### src/design/angular_zigzag_sweep_generator_core_macros.svh
// Assertion helpers for the sweep generator.
`ifndef ANGULAR_ZIGZAG_SWEEP_GENERATOR_CORE_MACROS_SVH
`define ANGULAR_ZIGZAG_SWEEP_GENERATOR_CORE_MACROS_SVH

// same-cycle implication, sampled on clk, off during reset
`define AZSG_ASSERT_SAME(lbl, ck, rst_n, ante, cons) \
	lbl: assert property (@(posedge ck) disable iff (!rst_n) (ante) |-> (cons)) \
		else $error("sweep generator check failed");

// next-cycle implication, sampled on clk, off during reset
`define AZSG_ASSERT_NEXT(lbl, ck, rst_n, ante, cons) \
	lbl: assert property (@(posedge ck) disable iff (!rst_n) (ante) |=> (cons)) \
		else $error("sweep generator check failed");

`endif

### src/design/azsg_pkg.sv
package azsg_pkg;

	// register map
	localparam int REG_COUNT = 8;
	localparam int REG_IDX_W = 3;
	localparam int PADDR_W   = 5;

	typedef enum logic [REG_IDX_W-1:0] {
		REG_MIN_ANGLE     = 3'd0,
		REG_MAX_ANGLE     = 3'd1,
		REG_MIN_EXTENSION = 3'd2,
		REG_SETTLE_TICKS  = 3'd3,
		REG_CYCLE_LENGTH  = 3'd4,
		REG_SHRINK_STEP   = 3'd5,
		REG_ROW_STEP      = 3'd6,
		REG_ANGLE_STEP    = 3'd7
	} reg_idx_t;

	// input opcodes
	localparam logic OP_TICK  = 1'b0;
	localparam logic OP_START = 1'b1;

	// reset values
	localparam logic signed [15:0] MIN_ANGLE_RST     = 16'sd0;
	localparam logic signed [15:0] MAX_ANGLE_RST     = 16'sd12868;
	localparam logic        [15:0] MIN_EXTENSION_RST = 16'd6554;
	localparam logic        [15:0] SETTLE_TICKS_RST  = 16'd0;
	localparam logic        [15:0] CYCLE_LENGTH_RST  = 16'd1;
	localparam logic        [15:0] SHRINK_STEP_RST   = 16'd66;
	localparam logic        [15:0] ROW_STEP_RST      = 16'd655;
	localparam logic        [14:0] ANGLE_STEP_RST    = 15'd41;

	// remainder unit: 17-bit dividend, one bit per cycle
	localparam int REM_STEPS = 17;
	localparam int REM_CNT_W = 5;

	typedef struct packed {
		logic                op;
		logic signed [15:0]  start_angle;
		logic        [15:0]  start_extension;
		logic                start_clockwise;
	} item_t;

	typedef struct packed {
		logic signed [15:0]  angle_command;
		logic        [15:0]  ext_cmd;
		logic                hold_flag;
		logic                running;
	} result_t;

	typedef struct packed {
		logic signed [15:0]  min_angle;
		logic signed [15:0]  max_angle;
		logic        [15:0]  min_extension;
		logic        [15:0]  settle_ticks;
		logic        [15:0]  cycle_length;
		logic        [15:0]  shrink_step;
		logic        [15:0]  row_step;
		logic        [14:0]  angle_step;
	} cfg_t;

	// cycle-length write events seen by the core
	typedef struct packed {
		logic wr_len;    // write to cycle_length at this edge
		logic len_pend;  // write happened last edge, reduction not yet started
	} cfg_evt_t;

	// remainder unit status
	typedef struct packed {
		logic        busy;
		logic        done;
		logic [15:0] value;
	} rem_stat_t;

	// zero length acts as one
	function automatic logic [15:0] eff_len(input logic [15:0] len);
		eff_len = (len == 16'd0) ? 16'd1 : len;
	endfunction

	function automatic logic [15:0] sat_sub(input logic [15:0] a, input logic [15:0] b);
		sat_sub = (a >= b) ? (a - b) : 16'd0;
	endfunction

endpackage

### src/design/azsg_cfg.sv
module azsg_cfg (
	input  logic                            clk,
	input  logic                            arst_n,
	input  logic                            psel,
	input  logic                            penable,
	input  logic                            pwrite,
	input  logic [azsg_pkg::PADDR_W-1:0]    paddr,
	input  logic [31:0]                     pwdata,
	output logic [31:0]                     prdata,
	output logic                            pready,
	output azsg_pkg::cfg_t                  cfg,
	output azsg_pkg::cfg_evt_t              evt
);

	azsg_pkg::cfg_t     cfg_q;
	azsg_pkg::reg_idx_t idx;
	logic               wr;
	logic               len_pend_q;

	assign pready = 1'b1;
	assign idx    = azsg_pkg::reg_idx_t'(paddr[azsg_pkg::PADDR_W-1:2]);
	assign wr     = psel && penable && pwrite;

	// register writes
	always_ff @(posedge clk or negedge arst_n) begin
		if (!arst_n) begin
			cfg_q.min_angle     <= azsg_pkg::MIN_ANGLE_RST;
			cfg_q.max_angle     <= azsg_pkg::MAX_ANGLE_RST;
			cfg_q.min_extension <= azsg_pkg::MIN_EXTENSION_RST;
			cfg_q.settle_ticks  <= azsg_pkg::SETTLE_TICKS_RST;
			cfg_q.cycle_length  <= azsg_pkg::CYCLE_LENGTH_RST;
			cfg_q.shrink_step   <= azsg_pkg::SHRINK_STEP_RST;
			cfg_q.row_step      <= azsg_pkg::ROW_STEP_RST;
			cfg_q.angle_step    <= azsg_pkg::ANGLE_STEP_RST;
			len_pend_q          <= 1'b0;
		end else begin
			len_pend_q <= wr && (idx == azsg_pkg::REG_CYCLE_LENGTH);
			if (wr) begin
				unique case (idx)
					azsg_pkg::REG_MIN_ANGLE:     cfg_q.min_angle     <= pwdata[15:0];
					azsg_pkg::REG_MAX_ANGLE:     cfg_q.max_angle     <= pwdata[15:0];
					azsg_pkg::REG_MIN_EXTENSION: cfg_q.min_extension <= pwdata[15:0];
					azsg_pkg::REG_SETTLE_TICKS:  cfg_q.settle_ticks  <= pwdata[15:0];
					azsg_pkg::REG_CYCLE_LENGTH:  cfg_q.cycle_length  <= pwdata[15:0];
					azsg_pkg::REG_SHRINK_STEP:   cfg_q.shrink_step   <= pwdata[15:0];
					azsg_pkg::REG_ROW_STEP:      cfg_q.row_step      <= pwdata[15:0];
					azsg_pkg::REG_ANGLE_STEP:    cfg_q.angle_step    <= pwdata[14:0];
					default: ;
				endcase
			end
		end
	end

	// read mux
	always_comb begin
		unique case (idx)
			azsg_pkg::REG_MIN_ANGLE:     prdata = {16'd0, cfg_q.min_angle};
			azsg_pkg::REG_MAX_ANGLE:     prdata = {16'd0, cfg_q.max_angle};
			azsg_pkg::REG_MIN_EXTENSION: prdata = {16'd0, cfg_q.min_extension};
			azsg_pkg::REG_SETTLE_TICKS:  prdata = {16'd0, cfg_q.settle_ticks};
			azsg_pkg::REG_CYCLE_LENGTH:  prdata = {16'd0, cfg_q.cycle_length};
			azsg_pkg::REG_SHRINK_STEP:   prdata = {16'd0, cfg_q.shrink_step};
			azsg_pkg::REG_ROW_STEP:      prdata = {16'd0, cfg_q.row_step};
			azsg_pkg::REG_ANGLE_STEP:    prdata = {17'd0, cfg_q.angle_step};
			default:                     prdata = 32'd0;
		endcase
	end

	assign cfg          = cfg_q;
	assign evt.wr_len   = wr && (idx == azsg_pkg::REG_CYCLE_LENGTH);
	assign evt.len_pend = len_pend_q;

endmodule

### src/design/azsg_rem.sv
module azsg_rem (
	input  logic                   clk,
	input  logic                   arst_n,
	input  logic                   start,
	input  logic [16:0]            dividend,
	input  logic [15:0]            divisor,
	output azsg_pkg::rem_stat_t    stat
);

	logic [16:0]                     dvd_q;
	logic [15:0]                     div_q;
	logic [15:0]                     rem_q;
	logic [azsg_pkg::REM_CNT_W-1:0]  cnt_q;
	logic                            busy_q;
	logic [16:0]                     trial;
	logic [15:0]                     rem_nxt;
	logic                            last;

	// restoring step: shift in one dividend bit, subtract if it fits
	assign trial   = {rem_q, dvd_q[16]};
	assign rem_nxt = (trial >= {1'b0, div_q}) ? 16'(trial - {1'b0, div_q}) : trial[15:0];
	assign last    = (cnt_q == azsg_pkg::REM_CNT_W'(azsg_pkg::REM_STEPS - 1));

	always_ff @(posedge clk or negedge arst_n) begin
		if (!arst_n) begin
			busy_q <= 1'b0;
			cnt_q  <= '0;
		end else if (start) begin
			busy_q <= 1'b1;
			cnt_q  <= '0;
		end else if (busy_q) begin
			cnt_q <= cnt_q + 1'b1;
			if (last)
				busy_q <= 1'b0;
		end
	end

	always_ff @(posedge clk) begin
		if (start) begin
			dvd_q <= dividend;
			div_q <= divisor;
			rem_q <= '0;
		end else if (busy_q) begin
			dvd_q <= {dvd_q[15:0], 1'b0};
			rem_q <= rem_nxt;
		end
	end

	assign stat.busy  = busy_q;
	assign stat.done  = busy_q && last;
	assign stat.value = rem_nxt;

endmodule

### src/design/azsg_sweep.sv
module azsg_sweep (
	input  logic                   clk,
	input  logic                   arst_n,
	input  azsg_pkg::cfg_t         cfg,
	input  logic                   fire,
	input  azsg_pkg::item_t        item,
	input  azsg_pkg::rem_stat_t    rem,
	output logic [15:0]            tick,
	output azsg_pkg::result_t      result
);

	// sweep state
	logic signed [15:0] angle_q,   angle_d;
	logic        [15:0] ext_q,     ext_d;
	logic        [15:0] tgt_ext_q, tgt_ext_d;
	logic               cw_q,      cw_d;
	logic               short_q,   short_d;
	logic               active_q,  active_d;
	logic        [15:0] tick_q,    tick_d;
	// (tick_q + 1) mod length, kept ready for the next tick
	logic        [15:0] wrap_q,    wrap_d;

	logic        [15:0] len;
	logic        [16:0] wrap_inc;
	logic signed [16:0] ang_sum;
	logic signed [15:0] ang_sat;
	logic               hold;
	logic               gated;
	logic               done_cond;
	logic               rev_cond;

	assign len      = azsg_pkg::eff_len(cfg.cycle_length);
	assign gated    = tick_q >= cfg.settle_ticks;

	// angle step with saturation
	always_comb begin
		if (cw_q)
			ang_sum = 17'(angle_q) + $signed({2'b00, cfg.angle_step});
		else
			ang_sum = 17'(angle_q) - $signed({2'b00, cfg.angle_step});
		if (ang_sum > 17'sd32767)
			ang_sat = 16'sh7fff;
		else if (ang_sum < -17'sd32768)
			ang_sat = 16'sh8000;
		else
			ang_sat = ang_sum[15:0];
	end

	assign done_cond = (ext_q < cfg.min_extension) ||
		((angle_q == cfg.min_angle) && !cw_q && (ext_q <= cfg.min_extension));
	assign rev_cond  = (!cw_q && (angle_q <= cfg.min_angle)) ||
		(cw_q && (angle_q >= cfg.max_angle));
	assign wrap_inc  = {1'b0, wrap_q} + 17'd1;

	// next state for one item
	always_comb begin
		angle_d    = angle_q;
		ext_d      = ext_q;
		tgt_ext_d  = tgt_ext_q;
		cw_d       = cw_q;
		short_d    = short_q;
		active_d   = active_q;
		tick_d     = tick_q;
		wrap_d     = wrap_q;
		hold       = 1'b1;
		if (item.op == azsg_pkg::OP_START) begin
			angle_d    = item.start_angle;
			ext_d      = item.start_extension;
			cw_d       = item.start_clockwise;
			active_d   = 1'b1;
			short_d    = 1'b0;
			tgt_ext_d  = '0;
			tick_d     = '0;
			wrap_d     = (len == 16'd1) ? 16'd0 : 16'd1;
		end else if (active_q) begin
			if (gated) begin
				priority if (done_cond) begin
					active_d = 1'b0;
				end else if (short_q) begin
					if (ext_q >= tgt_ext_q)
						ext_d = azsg_pkg::sat_sub(ext_q, cfg.shrink_step);
					else
						short_d = 1'b0;
				end else if (rev_cond) begin
					hold       = 1'b0;
					cw_d       = !cw_q;
					tgt_ext_d  = azsg_pkg::sat_sub(ext_q, cfg.row_step);
					short_d    = 1'b1;
				end else begin
					hold    = 1'b0;
					angle_d = ang_sat;
				end
			end
			// counter wrap; wrap_q is already below len
			tick_d = wrap_q;
			wrap_d = (wrap_inc == {1'b0, len}) ? 16'd0 : wrap_inc[15:0];
		end
	end

	always_ff @(posedge clk or negedge arst_n) begin
		if (!arst_n) begin
			angle_q    <= '0;
			ext_q      <= '0;
			tgt_ext_q  <= '0;
			cw_q       <= 1'b0;
			short_q    <= 1'b0;
			active_q   <= 1'b0;
			tick_q     <= '0;
			wrap_q     <= '0;
		end else if (fire) begin
			angle_q    <= angle_d;
			ext_q      <= ext_d;
			tgt_ext_q  <= tgt_ext_d;
			cw_q       <= cw_d;
			short_q    <= short_d;
			active_q   <= active_d;
			tick_q     <= tick_d;
			wrap_q     <= wrap_d;
		end else if (rem.done) begin
			// new cycle length: re-reduce the pending wrap value
			wrap_q <= rem.value;
		end
	end

	assign tick                  = tick_q;
	assign result.angle_command  = angle_d;
	assign result.ext_cmd        = ext_d;
	assign result.hold_flag      = hold;
	assign result.running        = active_d;

endmodule

### src/design/angular_zigzag_sweep_generator_core.sv
// An accepted item passes the input register, then the result register, before its result word is valid.
// Throughput: one item per cycle while the result side keeps up.
// A write to cycle_length stalls item intake while a bit-serial
// remainder unit re-reduces the tick counter wrap value (17 steps plus setup).
// Reset (arst_n low, async): registers to defaults, scan idle, state zero, no words.
module angular_zigzag_sweep_generator_core (
	input  logic                            clk,
	input  logic                            arst_n,
	input  logic                            item_valid,
	output logic                            item_ready,
	input  azsg_pkg::item_t                 item,
	output logic                            res_valid,
	input  logic                            res_ready,
	output azsg_pkg::result_t               res,
	input  logic                            psel,
	input  logic                            penable,
	input  logic                            pwrite,
	input  logic [azsg_pkg::PADDR_W-1:0]    paddr,
	input  logic [31:0]                     pwdata,
	output logic [31:0]                     prdata,
	output logic                            pready
);

	`include "angular_zigzag_sweep_generator_core_macros.svh"

	azsg_pkg::cfg_t      cfg;
	azsg_pkg::cfg_evt_t  evt;
	azsg_pkg::rem_stat_t rem;
	azsg_pkg::item_t     item_s1;
	azsg_pkg::result_t   res_s2;
	azsg_pkg::result_t   res_d;
	logic                valid_s1;
	logic                valid_s2;
	logic                hold_off;
	logic                fire;
	logic [15:0]         tick;

	azsg_cfg u_cfg (
		.clk     (clk),
		.arst_n  (arst_n),
		.psel    (psel),
		.penable (penable),
		.pwrite  (pwrite),
		.paddr   (paddr),
		.pwdata  (pwdata),
		.prdata  (prdata),
		.pready  (pready),
		.cfg     (cfg),
		.evt     (evt)
	);

	azsg_rem u_rem (
		.clk      (clk),
		.arst_n   (arst_n),
		.start    (evt.len_pend),
		.dividend ({1'b0, tick} + 17'd1),
		.divisor  (azsg_pkg::eff_len(cfg.cycle_length)),
		.stat     (rem)
	);

	azsg_sweep u_sweep (
		.clk    (clk),
		.arst_n (arst_n),
		.cfg    (cfg),
		.fire   (fire),
		.item   (item_s1),
		.rem    (rem),
		.tick   (tick),
		.result (res_d)
	);

	// handshake: stall on a cycle_length write and while the wrap value is being re-reduced
	assign hold_off   = rem.busy || evt.len_pend || evt.wr_len;
	assign fire       = valid_s1 && (!valid_s2 || res_ready) && !hold_off;
	assign item_ready = (!valid_s1 || fire) && !hold_off;

	// input register
	always_ff @(posedge clk or negedge arst_n) begin
		if (!arst_n)
			valid_s1 <= 1'b0;
		else if (item_valid && item_ready)
			valid_s1 <= 1'b1;
		else if (fire)
			valid_s1 <= 1'b0;
	end

	always_ff @(posedge clk) begin
		if (item_valid && item_ready)
			item_s1 <= item;
	end

	// result register
	always_ff @(posedge clk or negedge arst_n) begin
		if (!arst_n)
			valid_s2 <= 1'b0;
		else if (fire)
			valid_s2 <= 1'b1;
		else if (res_ready)
			valid_s2 <= 1'b0;
	end

	always_ff @(posedge clk) begin
		if (fire)
			res_s2 <= res_d;
	end

	assign res_valid = valid_s2;
	assign res       = res_s2;

	// checks
	`AZSG_ASSERT_NEXT(a_fire_shows_word, clk, arst_n, fire, res_valid)
	`AZSG_ASSERT_SAME(a_no_intake_in_reduce, clk, arst_n, rem.busy, !item_ready && !fire)
	`AZSG_ASSERT_NEXT(a_start_runs, clk, arst_n,
		fire && (item_s1.op == azsg_pkg::OP_START), res.running && res.hold_flag)

endmodule

### config.mk
export PLATFORM = sky130hd
export DESIGN_NAME = angular_zigzag_sweep_generator_core
export DESIGN_NICKNAME = d
export VERILOG_FILES = /design/src/design/azsg_pkg.sv /design/src/design/azsg_cfg.sv /design/src/design/azsg_rem.sv /design/src/design/azsg_sweep.sv /design/src/design/angular_zigzag_sweep_generator_core.sv
export VERILOG_INCLUDE_DIRS = /design/src /design/src/design
export SDC_FILE = /design/constraint.sdc
export NUM_CORES = 1
export LEC_CHECK = 0
export ABC_AREA = 1
export BUFFER_PORTS_ARGS = -buffer_cell sky130_fd_sc_hd__buf_4
export CAP_MARGIN = 10
export CORE_UTILIZATION = 55
export DETAILED_ROUTE_END_ITERATION = 6
export PLACE_DENSITY = 0.74
export SYNTH_ARGS = -nofsm -noshare
export SYNTH_HDL_FRONTEND = slang
export SYNTH_SLANG_ARGS = --single-unit
### constraint.sdc
create_clock -name clk -period 6.69 [get_ports clk]
set_input_delay 0.669 -clock clk [delete_from_list [all_inputs] [get_ports clk]]
set_output_delay 0.669 -clock clk [all_outputs]
set_load 0.01 [all_outputs]
* Word-level counts from Yosys, hierarchy flattened
Cells that the tools add are included.
** Storage, ports and cells
- Output and inout port bits :: 69
- Register bits :: 336
** Operators by class
- Add/sub/neg operators :: 8
- Mux-type cells :: 63
- Eq/ne operators :: 14
- Reduce and logical (&&, ||, !) cells :: 44
- Order comparisons :: 11
- Bitwise logic cells :: 2
** Operators by type and width (number)
- 16-bit 2-to-1 mux :: 31
- 32-bit one-hot mux with 8 select lines :: 1
- 16-bit >= comparator :: 5
- 17-bit 2-to-1 mux :: 3
- 16-bit subtractor :: 3
- 16-bit by 1-bit adder with 17-bit output (second input constant) :: 2
- 16-bit less-or-equal comparator :: 2
- 1-bit 2-to-1 mux :: 26
- 2-bit AND reduction :: 10
- 16-bit by 16-bit adder with 17-bit output :: 1
- 17-bit by 16-bit == test with 1-bit output :: 1
- 17-bit by 16-bit >= comparator with 1-bit output :: 1
- 17-bit by 16-bit greater-than comparator with 1-bit output (second input constant) :: 1
- 17-bit by 16-bit < comparator with 1-bit output (second input constant) :: 1
- 16-bit by 16-bit subtractor with 17-bit output :: 1
- 16-bit by 1-bit == test with 1-bit output (second input constant) :: 1
- 16-bit == test :: 1
- 16-bit logical NOT :: 1
- 16-bit < comparator :: 1
- 2-bit nonzero test :: 7
- 3-bit == test (second input constant) :: 4
- 1-bit logical AND :: 12
- 5-bit 2-to-1 mux :: 2
- 3-bit by 2-bit == test with 1-bit output (second input constant) :: 2
- 12 further kinds :: 22

* Depth between registers and ports, before layout
Gate-level depths: netlist (run 1).
- Word-level depth :: 11
- Mapped depth :: 25
- Depth with buffers taken out :: 25

* Cells and area by module
A second synthesis (run 1) with hierarchy kept.
** Unflattened totals
- Cell total of the unflattened synthesis :: 3001
- Area, all modules :: 22694.3 µm²
** By module, submodules not included
- azsg_sweep :: area an instance 10357.4 µm², instances 1, cells an instance 1624
- azsg_cfg :: area an instance 6324.8 µm², instances 1, cells an instance 736
- azsg_rem :: area an instance 3374.5 µm², instances 1, cells an instance 455
- angular_zigzag_sweep_generator_core :: area an instance 2637.5 µm², instances 1, cells an instance 186

* Least setup slack after synthesis (run 1)
Ideal clock, no wire load.
- Path kind :: register to register
- Start :: register u_cfg.len_pend_q
- End :: register item_s1[0] (netlist name) (enable)
- Setup slack :: 2234 ps
- Data arrival time :: 3989 ps
- Buffers on the path :: 1
- Stages on the path, launching flop included :: 11
- Period minus slack after synthesis :: 4456 ps
- Data required time :: 6222 ps
- Cells stage by stage :: dfrtp_1 > buf_2 > nor2_4 > inv_1 > nor2_1 > inv_2 > nor3_4 > inv_2 > nand2_1 > inv_1 > nor3_1
** On the way
- Longest elaborated chain between the ends :: 7
** Ends and longest elaborated chain
- start: declaration :: line azsg_cfg.sv:18 : logic len_pend_q;
- start signal: assignment :: line azsg_cfg.sv:37 : len_pend_q <= wr && (idx == azsg_pkg::REG_CYCLE_LENGTH);
- 1-bit logical OR (*) (2 in a row) :: line angular_zigzag_sweep_generator_core.sv:73 : assign hold_off = rem.busy || evt.len_pend || evt.wr_len;
- 1-bit logical NOT (*) :: line angular_zigzag_sweep_generator_core.sv:74, angular_zigzag_sweep_generator_core.sv:75
- 1-bit logical AND :: line angular_zigzag_sweep_generator_core.sv:74 : assign fire = valid_s1 && (!valid_s2 || res_ready) && !hold_off;
- 1-bit logical OR :: line angular_zigzag_sweep_generator_core.sv:75 : assign item_ready = (!valid_s1 || fire) && !hold_off;
- 1-bit logical AND (*) :: line angular_zigzag_sweep_generator_core.sv:75
- 1-bit logical AND (*) :: line angular_zigzag_sweep_generator_core.sv:88 : if (item_valid && item_ready)
- end signal: assignment :: line angular_zigzag_sweep_generator_core.sv:89 : item_s1 <= item;
- end: declaration :: line angular_zigzag_sweep_generator_core.sv:29 : azsg_pkg::item_t item_s1;
Mark *: on every way between the ends. The rest lies on a longest branch, timed or not.
A chain may end at the register's enable or synchronous reset.

==> impl_metrics.yaml, run 1 <==
run_status:
  status: "finished clean"
synthesis:
  yosysWarnings: 0
  synthArstFlopShare: 0.652
  synth_area_um2: 21100
  yosysSeqAreaShare: 0.421
  synth_edf_count: 101
  syn_area_per_cell_um2: 7.69
  synthCells: 2740
  synth_ff_type: "dfrtp_1"
  ys_types: 56
  ys_ff_latch: 336
route:
  post_drt_wl_per_cell_um: 19.4
  wl_met2_um: 30500
  wl_met3_um: 4690
  drc: 0
  ant_nets: 0
  wl_met1_um: 26100
  vias: 19000
  routed_wl_um: 65100
  highest_layer: "met4"
  vias_per_cell: 5.67
  drt_iter0_markers: 1448
  first_pass_iters: 5
power:
  ir_drop_mv: 0.309
  leakagePower_nw: 11.7
  p_per_area_nw_per_um2: 481
worst_setup_path:
  critical_path_class: "reg -> reg"
  crit_arrival_ns: 4.38
  end_kind: "flop"
  reg2reg_depth: 18
  worstPathRequired_ns: 6.96
  r2r_slack_ns: 2.59
  critical_path.max_fanout: 16
  critPathLaunchType: "flop"
global_routing:
  grt_pass1_wl_um: 100000
  grt_pass1_vias: 18200
  grt_start_max_net_pins: 124
  gr-usage-all-layers: 0.338
  gr-total-overflow: 0
  grt_antenna_before_repair: 1
cts:
  cts_root_buffer: "clkbuf_16"
  clockBufferDepth: 3
  cts_buffers: 39
  hold_buffers: 0
  htree_num_levels: 2
  clkLatencyLatePin_ns: 0.58
  post_cts_buffers: 0
  clk_pin_slew_ns: 0.06
  clock-sinks: 336
  ctsResizeCount: 0
  tritoncts: "yes"
layout:
  drive_gt1_frac: 0.0913
  fin_nets: 3049
  nFillCells: 3387
  diodes: 0
  design_area_um2: 23600
  syn_to_final_growth_pct: 12.0
floorplan:
  die_h_um: 198
  dieArea_um2: 39100
  core_area_um2: 37700
  die_w_um: 198
  pin_count: 147
  start_util: 0.559
  rows: 71
sta:
  slew_viol_final: 0
  min_period_ns: 4.10
  max_freq_mhz: 244
  rsz0062_at_grt: "no"
  setup_viol: 0
  fin_crit_sh: 0.613
  tns_ns: 0
  worst_slew_pin_slew_ns: 1.17
  finClkSkew_ns: 0.0312
  whs_ns: 0.218
  slew_headroom: 0.218
  hold_viol: 0
place:
  io_buffers: 111
  place_congestion: 0.979
  dpl.hpwl_um: 49000
  dpl_cell_area_um2: 22300
flow_run:
  cap_violations: 0
hold_path:
  holdCritPathClass: "in -> async"
metal layers:
| layer | GRT usage | vias to the layer above |
|---|---|---|
| met5 | 0 | - |
| met4 | 0.178 | 0 |
| met3 | 0.0557 | 178 |
| li1 | - | 9083 |
| met1 | 0.425 | 9003 |
| met2 | 0.561 | 777 |
sequential cells by signal, indices dropped and copies added (netlist names):
signal	cells
u_sweep.wrap_q	16
valid_s1	1
u_sweep.active_q	1
res_valid	1
u_rem.rem_q	16
u_sweep.angle_q	16
u_sweep.short_q	1
res	34
u_rem.busy_q	1
u_sweep.cw_q	1
u_sweep.tick	16
u_rem.cnt_q	5
u_sweep.ext_q	16
item_s1	34
u_cfg.len_pend_q	1
u_rem.dvd_q	17
u_cfg.cfg	127
u_rem.div_q	16
u_sweep.tgt_ext_q	16
critical path: stages, from the launching register on:
cell and delay, ns:
dfrtp_1 0.77, inv_1 0.41, nand2_1 0.21, o21ai_0 0.12, xor2_1 0.18, ha_1 0.36, nand2_1 0.11, nor2_1 0.12
nand3_1 0.08, nand2_1 0.14, nand2_1 0.11, nand2_1 0.07, nand2_1 0.06, nand2_1 0.06, nand3_1 0.37, nand2_1 0.17
nand2_1 0.05, o21ai_0 0.24, a21boi_0 0.13
Yosys cell counts (5+ instances only):
| cell | instances | area (µm²) |
|---|---|---|
| o21ai_1 | 5 | 25.0 |
| dfrtp_1 | 195 | 4880 |
| o211ai_1 | 17 | 128 |
| a21oi_1 | 125 | 626 |
| o21bai_1 | 5 | 37.5 |
| buf_1 | 6 | 22.5 |
| clkbuf_1 | 72 | 270 |
| buf_4 | 17 | 128 |
| edfxtp_1 | 101 | 3030 |
| or2_2 | 27 | 169 |
| a31oi_1 | 9 | 56.3 |
| nand3b_1 | 7 | 52.6 |
| dfxtp_1 | 16 | 320 |
| nor4_1 | 6 | 37.5 |
| a221oi_1 | 15 | 131 |
| a21o_1 | 8 | 60.1 |
| a22o_1 | 5 | 43.8 |
| nand4_1 | 24 | 150 |
| nor3_1 | 23 | 115 |
| o32ai_1 | 12 | 105 |
| inv_1 | 361 | 1360 |
| nand2_1 | 846 | 3180 |
| buf_2 | 11 | 55.1 |
| dfstp_2 | 24 | 631 |
| a21boi_0 | 11 | 82.6 |
| xnor2_1 | 13 | 114 |
| nor2_1 | 144 | 541 |
| o22ai_1 | 35 | 219 |
| xor2_1 | 51 | 447 |
| ha_1 | 149 | 1860 |
| o21ai_0 | 218 | 1090 |
| nand3_1 | 136 | 681 |
power by group:
part           internal, W  leakage [nW]  switching [W]
clock              0.00131         0.635       0.000905
sequential         0.00285          3.78       0.000707
combinational      0.00200          7.24        0.00358
total              0.00616          11.7        0.00519
per-stage QoR:
stage	setup WS (ns)	power, W	instances	util
2_1_floorplan	2.23	0.00732	2755	-
3_3_place_gp	2.70	0.00891	3288	0.592
3_5_place_dp	2.68	0.00904	3288	0.592
4_1_cts	2.63	0.0113	3360	0.627
5_1_grt	2.14	0.0122	3360	0.627
6_report	2.59	0.0113	3360	0.627
cell families after synthesis:
logic type | synth area share
compound gates | 0.130
xor+xnor | 0.0277
fa+ha+maj | 0.0923
buf+inv | 0.0880
flops | 0.421
mux | 0.000475
other cells | 0.000356
simple gates | 0.240
final timing paths:
path	start	to
min in group clk	item[19]	item_s1[19]
setup reg to reg	u_sweep.cw_q	res[28]
setup / recovery	u_sweep.cw_q	res[28]
hold / removal	arst_n	u_sweep.tick[6]
hold reg to reg	u_cfg.cfg[51]	u_rem.div_q[4]
max in group asynchronous	arst_n	u_cfg.cfg[98]
placed cells by master (no fill, tap or decap), drive strengths merged, types with 52 or more instances in the layout:
| cell | instances |
|---|---|
| nand2 | 848 |
| inv | 365 |
| o21ai | 223 |
| dfrtp | 195 |
| ha | 149 |
| nor2 | 148 |
| nand3 | 136 |
| buf | 129 |
| a21oi | 126 |
| edfxtp | 101 |
| clkbuf | 52 |
cell type report:
type | instances | area, µm² | area share
sequential | 336 | 8860 | 0.376
clock buffer | 52 | 1100 | 0.0464
timing repair buffer | 129 | 976 | 0.0414
multi-input combinational | 1948 | 10400 | 0.442
inverter | 364 | 1370 | 0.0579
tap | 511 | 639 | 0.0271
clock inverter | 20 | 220 | 0.00933
(Power assumes the default switching activity.)
==> run 2, diff against run 1 <==
--- a/config.mk
+++ b/config.mk
@@ -6,7 +6,7 @@
 export SDC_FILE = /design/constraint.sdc
 export NUM_CORES = 1
 export LEC_CHECK = 0
-export ABC_AREA = 1
+export ABC_AREA = 0
 export BUFFER_PORTS_ARGS = -buffer_cell sky130_fd_sc_hd__buf_4
 export CAP_MARGIN = 10
 export CORE_UTILIZATION = 55
==> constraint.sdc (replaced) <==
create_clock -name clk -period 3.8 [get_ports clk]
set_input_delay 0.38 -clock clk [delete_from_list [all_inputs] [get_ports clk]]
set_output_delay 0.38 -clock clk [all_outputs]
set_load 0.01 [all_outputs]
==> impl_metrics.yaml, run 2 <==
run_status:
  status: "complete, but fails checks"
  failed_checks: "setup timing"
worst_setup_path:
  reg2reg_depth: 17
  worstReg2RegStart: "u_cfg.cfg[1]"
  worstPathRequired_ns: 4.19
  critical_path_class: "reg -> reg"
  critPathLaunchType: "flop"
  r2r_slack_ns: -0.27
  crit_arrival_ns: 4.46
  crit_end: "res[22]"
  cp-startpoint: "u_cfg.cfg[1]"
  end_kind: "flop"
  r2r-end: "res[22]"
  critical_path.max_fanout: 4
sta:
  fin_crit_sh: 1.07
  worst_slew_pin_slew_ns: 0.919
  finalWorstSetupSlack_ns: -0.270
  slew_headroom: 0.388
  finClkSkew_ns: 0.0275
  rsz0062_at_grt: "yes"
  setup_viol: 29
  tns_ns: -5.50
  hold_viol: 0
  slew_viol_final: 0
  min_period_ns: 4.07
  max_freq_mhz: 246
route:
  post_drt_wl_per_cell_um: 23.1
  vias: 18800
  first_pass_iters: 6
  ant_nets: 0
  routed_wl_um: 70100
  vias_per_cell: 6.21
  drc: 0
  drt_iter0_markers: 1731
synthesis:
  synth_edf_count: 101
  synth_ff_type: "dfrtp_1"
  yosysSeqAreaShare: 0.417
  synth_area_leaders: "dfrtp_1 (23%), edfxtp_1 (14%), ha_1 (8.8%)"
  synthCells: 2279
  synth_common_cells: "nand2_1 (228), dfrtp_1 (195), o21ai_0 (189), nor2_1 (171), inv_1 (161)"
  yosys.area.top_type: "dfrtp_1"
  synth_most_common_cell: "nand2_1"
  ys_ff_latch: 336
  syn_area_per_cell_um2: 9.32
  synth_area_um2: 21200
  yosysWarnings: 0
  synthArstFlopShare: 0.652
  yosys.area.top_type_share: 0.230
  ys_types: 91
cts:
  cts_root_buffer: "clkbuf_16"
  htree_num_levels: 2
  clkLatencyLatePin_ns: 0.58
  cts_buffers: 40
  clock-sinks: 336
  clockBufferDepth: 3
  tritoncts: "yes"
  clk_pin_slew_ns: 0.06
floorplan:
  core_area_um2: 37800
  pin_count: 147
  start_util: 0.561
  rows: 71
  dieArea_um2: 39400
  die_h_um: 199
  die_w_um: 199
flow_run:
  cap_violations: 0
global_routing:
  gr-total-overflow: 0
  grt_antenna_before_repair: 2
  gr-usage-all-layers: 0.362
  grt_start_max_net_pins: 106
  grt_pass1_vias: 18200
  grt_pass1_wl_um: 107000
layout:
  stdcell_count: 3031
  drive_gt1_frac: 0.195
  mostFrequentLayoutCells: "buf_4 (234), nand2_1 (227), dfrtp_1 (194)"
  syn_to_final_growth_pct: 19.4
  largest_reg_flops: 127
  diodes: 0
  fin_nets: 2719
  layout_commonest_cell: "buf_4"
hold_path:
  holdCritPathClass: "in -> reg"
place:
  dpl.hpwl_um: 51400
  io_buffers: 111
  place_congestion: 1.02
  placedCellCount: 2904
power:
  ir_drop_mv: 0.689
  leakagePower_nw: 11.0
  p_per_area_nw_per_um2: 864
==> run 2: logic make-up after synthesis <==
family                     count (synthesis)  synth area share
muxes                                     90            0.0493
DFF                                      336             0.417
buffers and inverters                    303            0.0586
AOI/OAI and AO/OA                        662             0.201
other                                      2          0.000354
and+or+nand+nor                          631             0.140
xor gates and xnor gates                  99            0.0408
adders and majority gates                156            0.0931
==> run 2: timing repair <==
item,in CTS,in global routing
endpoints found under the hold margin,123,0
gates resized for setup,40,36
hold buffers,35,0
endpoints found under the setup margin,31,33
cloned,1,0
setup buffers,5,13
pin swaps,28,25
==> run 2: worst max-delay path: stages, from the launching register on <==
cell      delay, ns
dfrtp_1        0.41
or4_4          0.49
or3_4          0.40
nor2_4         0.14
nand2_2        0.07
nor3_2         0.10
nor2_1         0.07
xor2_1         0.14
ha_1           0.36
a21oi_2        0.18
nor2b_2        0.08
nor4_4         0.33
a31oi_4        0.17
a311oi_4       0.32
or2_4          0.20
buf_6          0.14
a21oi_4        0.04
o31ai_2        0.22
==> run 2: through the flow <==
| stage | utilization | setup WS, ns | hold slack (ns) | total power (W) | cell area, µm² |
|---|---|---|---|---|---|
| finish | 0.670 | -0.270 | 0.119 | 0.0219 | 25400 |
| global route | 0.670 | -0.406 | 0.130 | 0.0232 | 25400 |
| CTS | 0.663 | -0.158 | 0.0993 | 0.0211 | 25100 |
| detailed placement | 0.614 | -0.380 | 0.492 | 0.0168 | 23200 |
| global placement | 0.614 | -0.334 | 0.477 | 0.0165 | 23200 |
| floorplan | - | -0.0231 | 0.0844 | 0.0130 | 21300 |
==> run 2: layout make-up <==
cell class,instances,area [µm²]
clock buffers,50,1080
clock inverters,24,199
fillers,3016,12500
inverters,163,612
multi-input cells,1655,11500
flip-flops and latches,336,8860
well taps,511,639
repair buffers,292,2450
==> run 2: power by group <==
group | switching [W] | internal [W]
logic | 0.00682 | 0.00512
registers | 0.00120 | 0.00496
clock network | 0.00159 | 0.00222
==> run 2: worst min path at each step <==
| stage | endpoint | cells past startpoint | start | slack (ns) |
|---|---|---|---|---|
| after CTS | u_cfg.cfg[24] | 3 | pwdata[9] | 0.1 |
| after detailed placement | u_sweep.tgt_ext_q[10] | 1 | u_sweep.tgt_ext_q[10] | 0.49 |
| after global routing | u_cfg.cfg[107] | 3 | pwdata[12] | 0.13 |
| after global placement | u_rem.rem_q[15] | 2 | u_rem.rem_q[15] | 0.48 |
| after floorplan | res_valid | 0 | arst_n | 0.08 |
| final | u_cfg.cfg[24] | 3 | pwdata[9] | 0.12 |
==> run 2: per-layer routing <==
layer	GRT usage	wire length [µm]
met3	0.0741	6290
met2	0.567	31500
met1	0.480	28500
met4	0.172	3730
met5	0	34
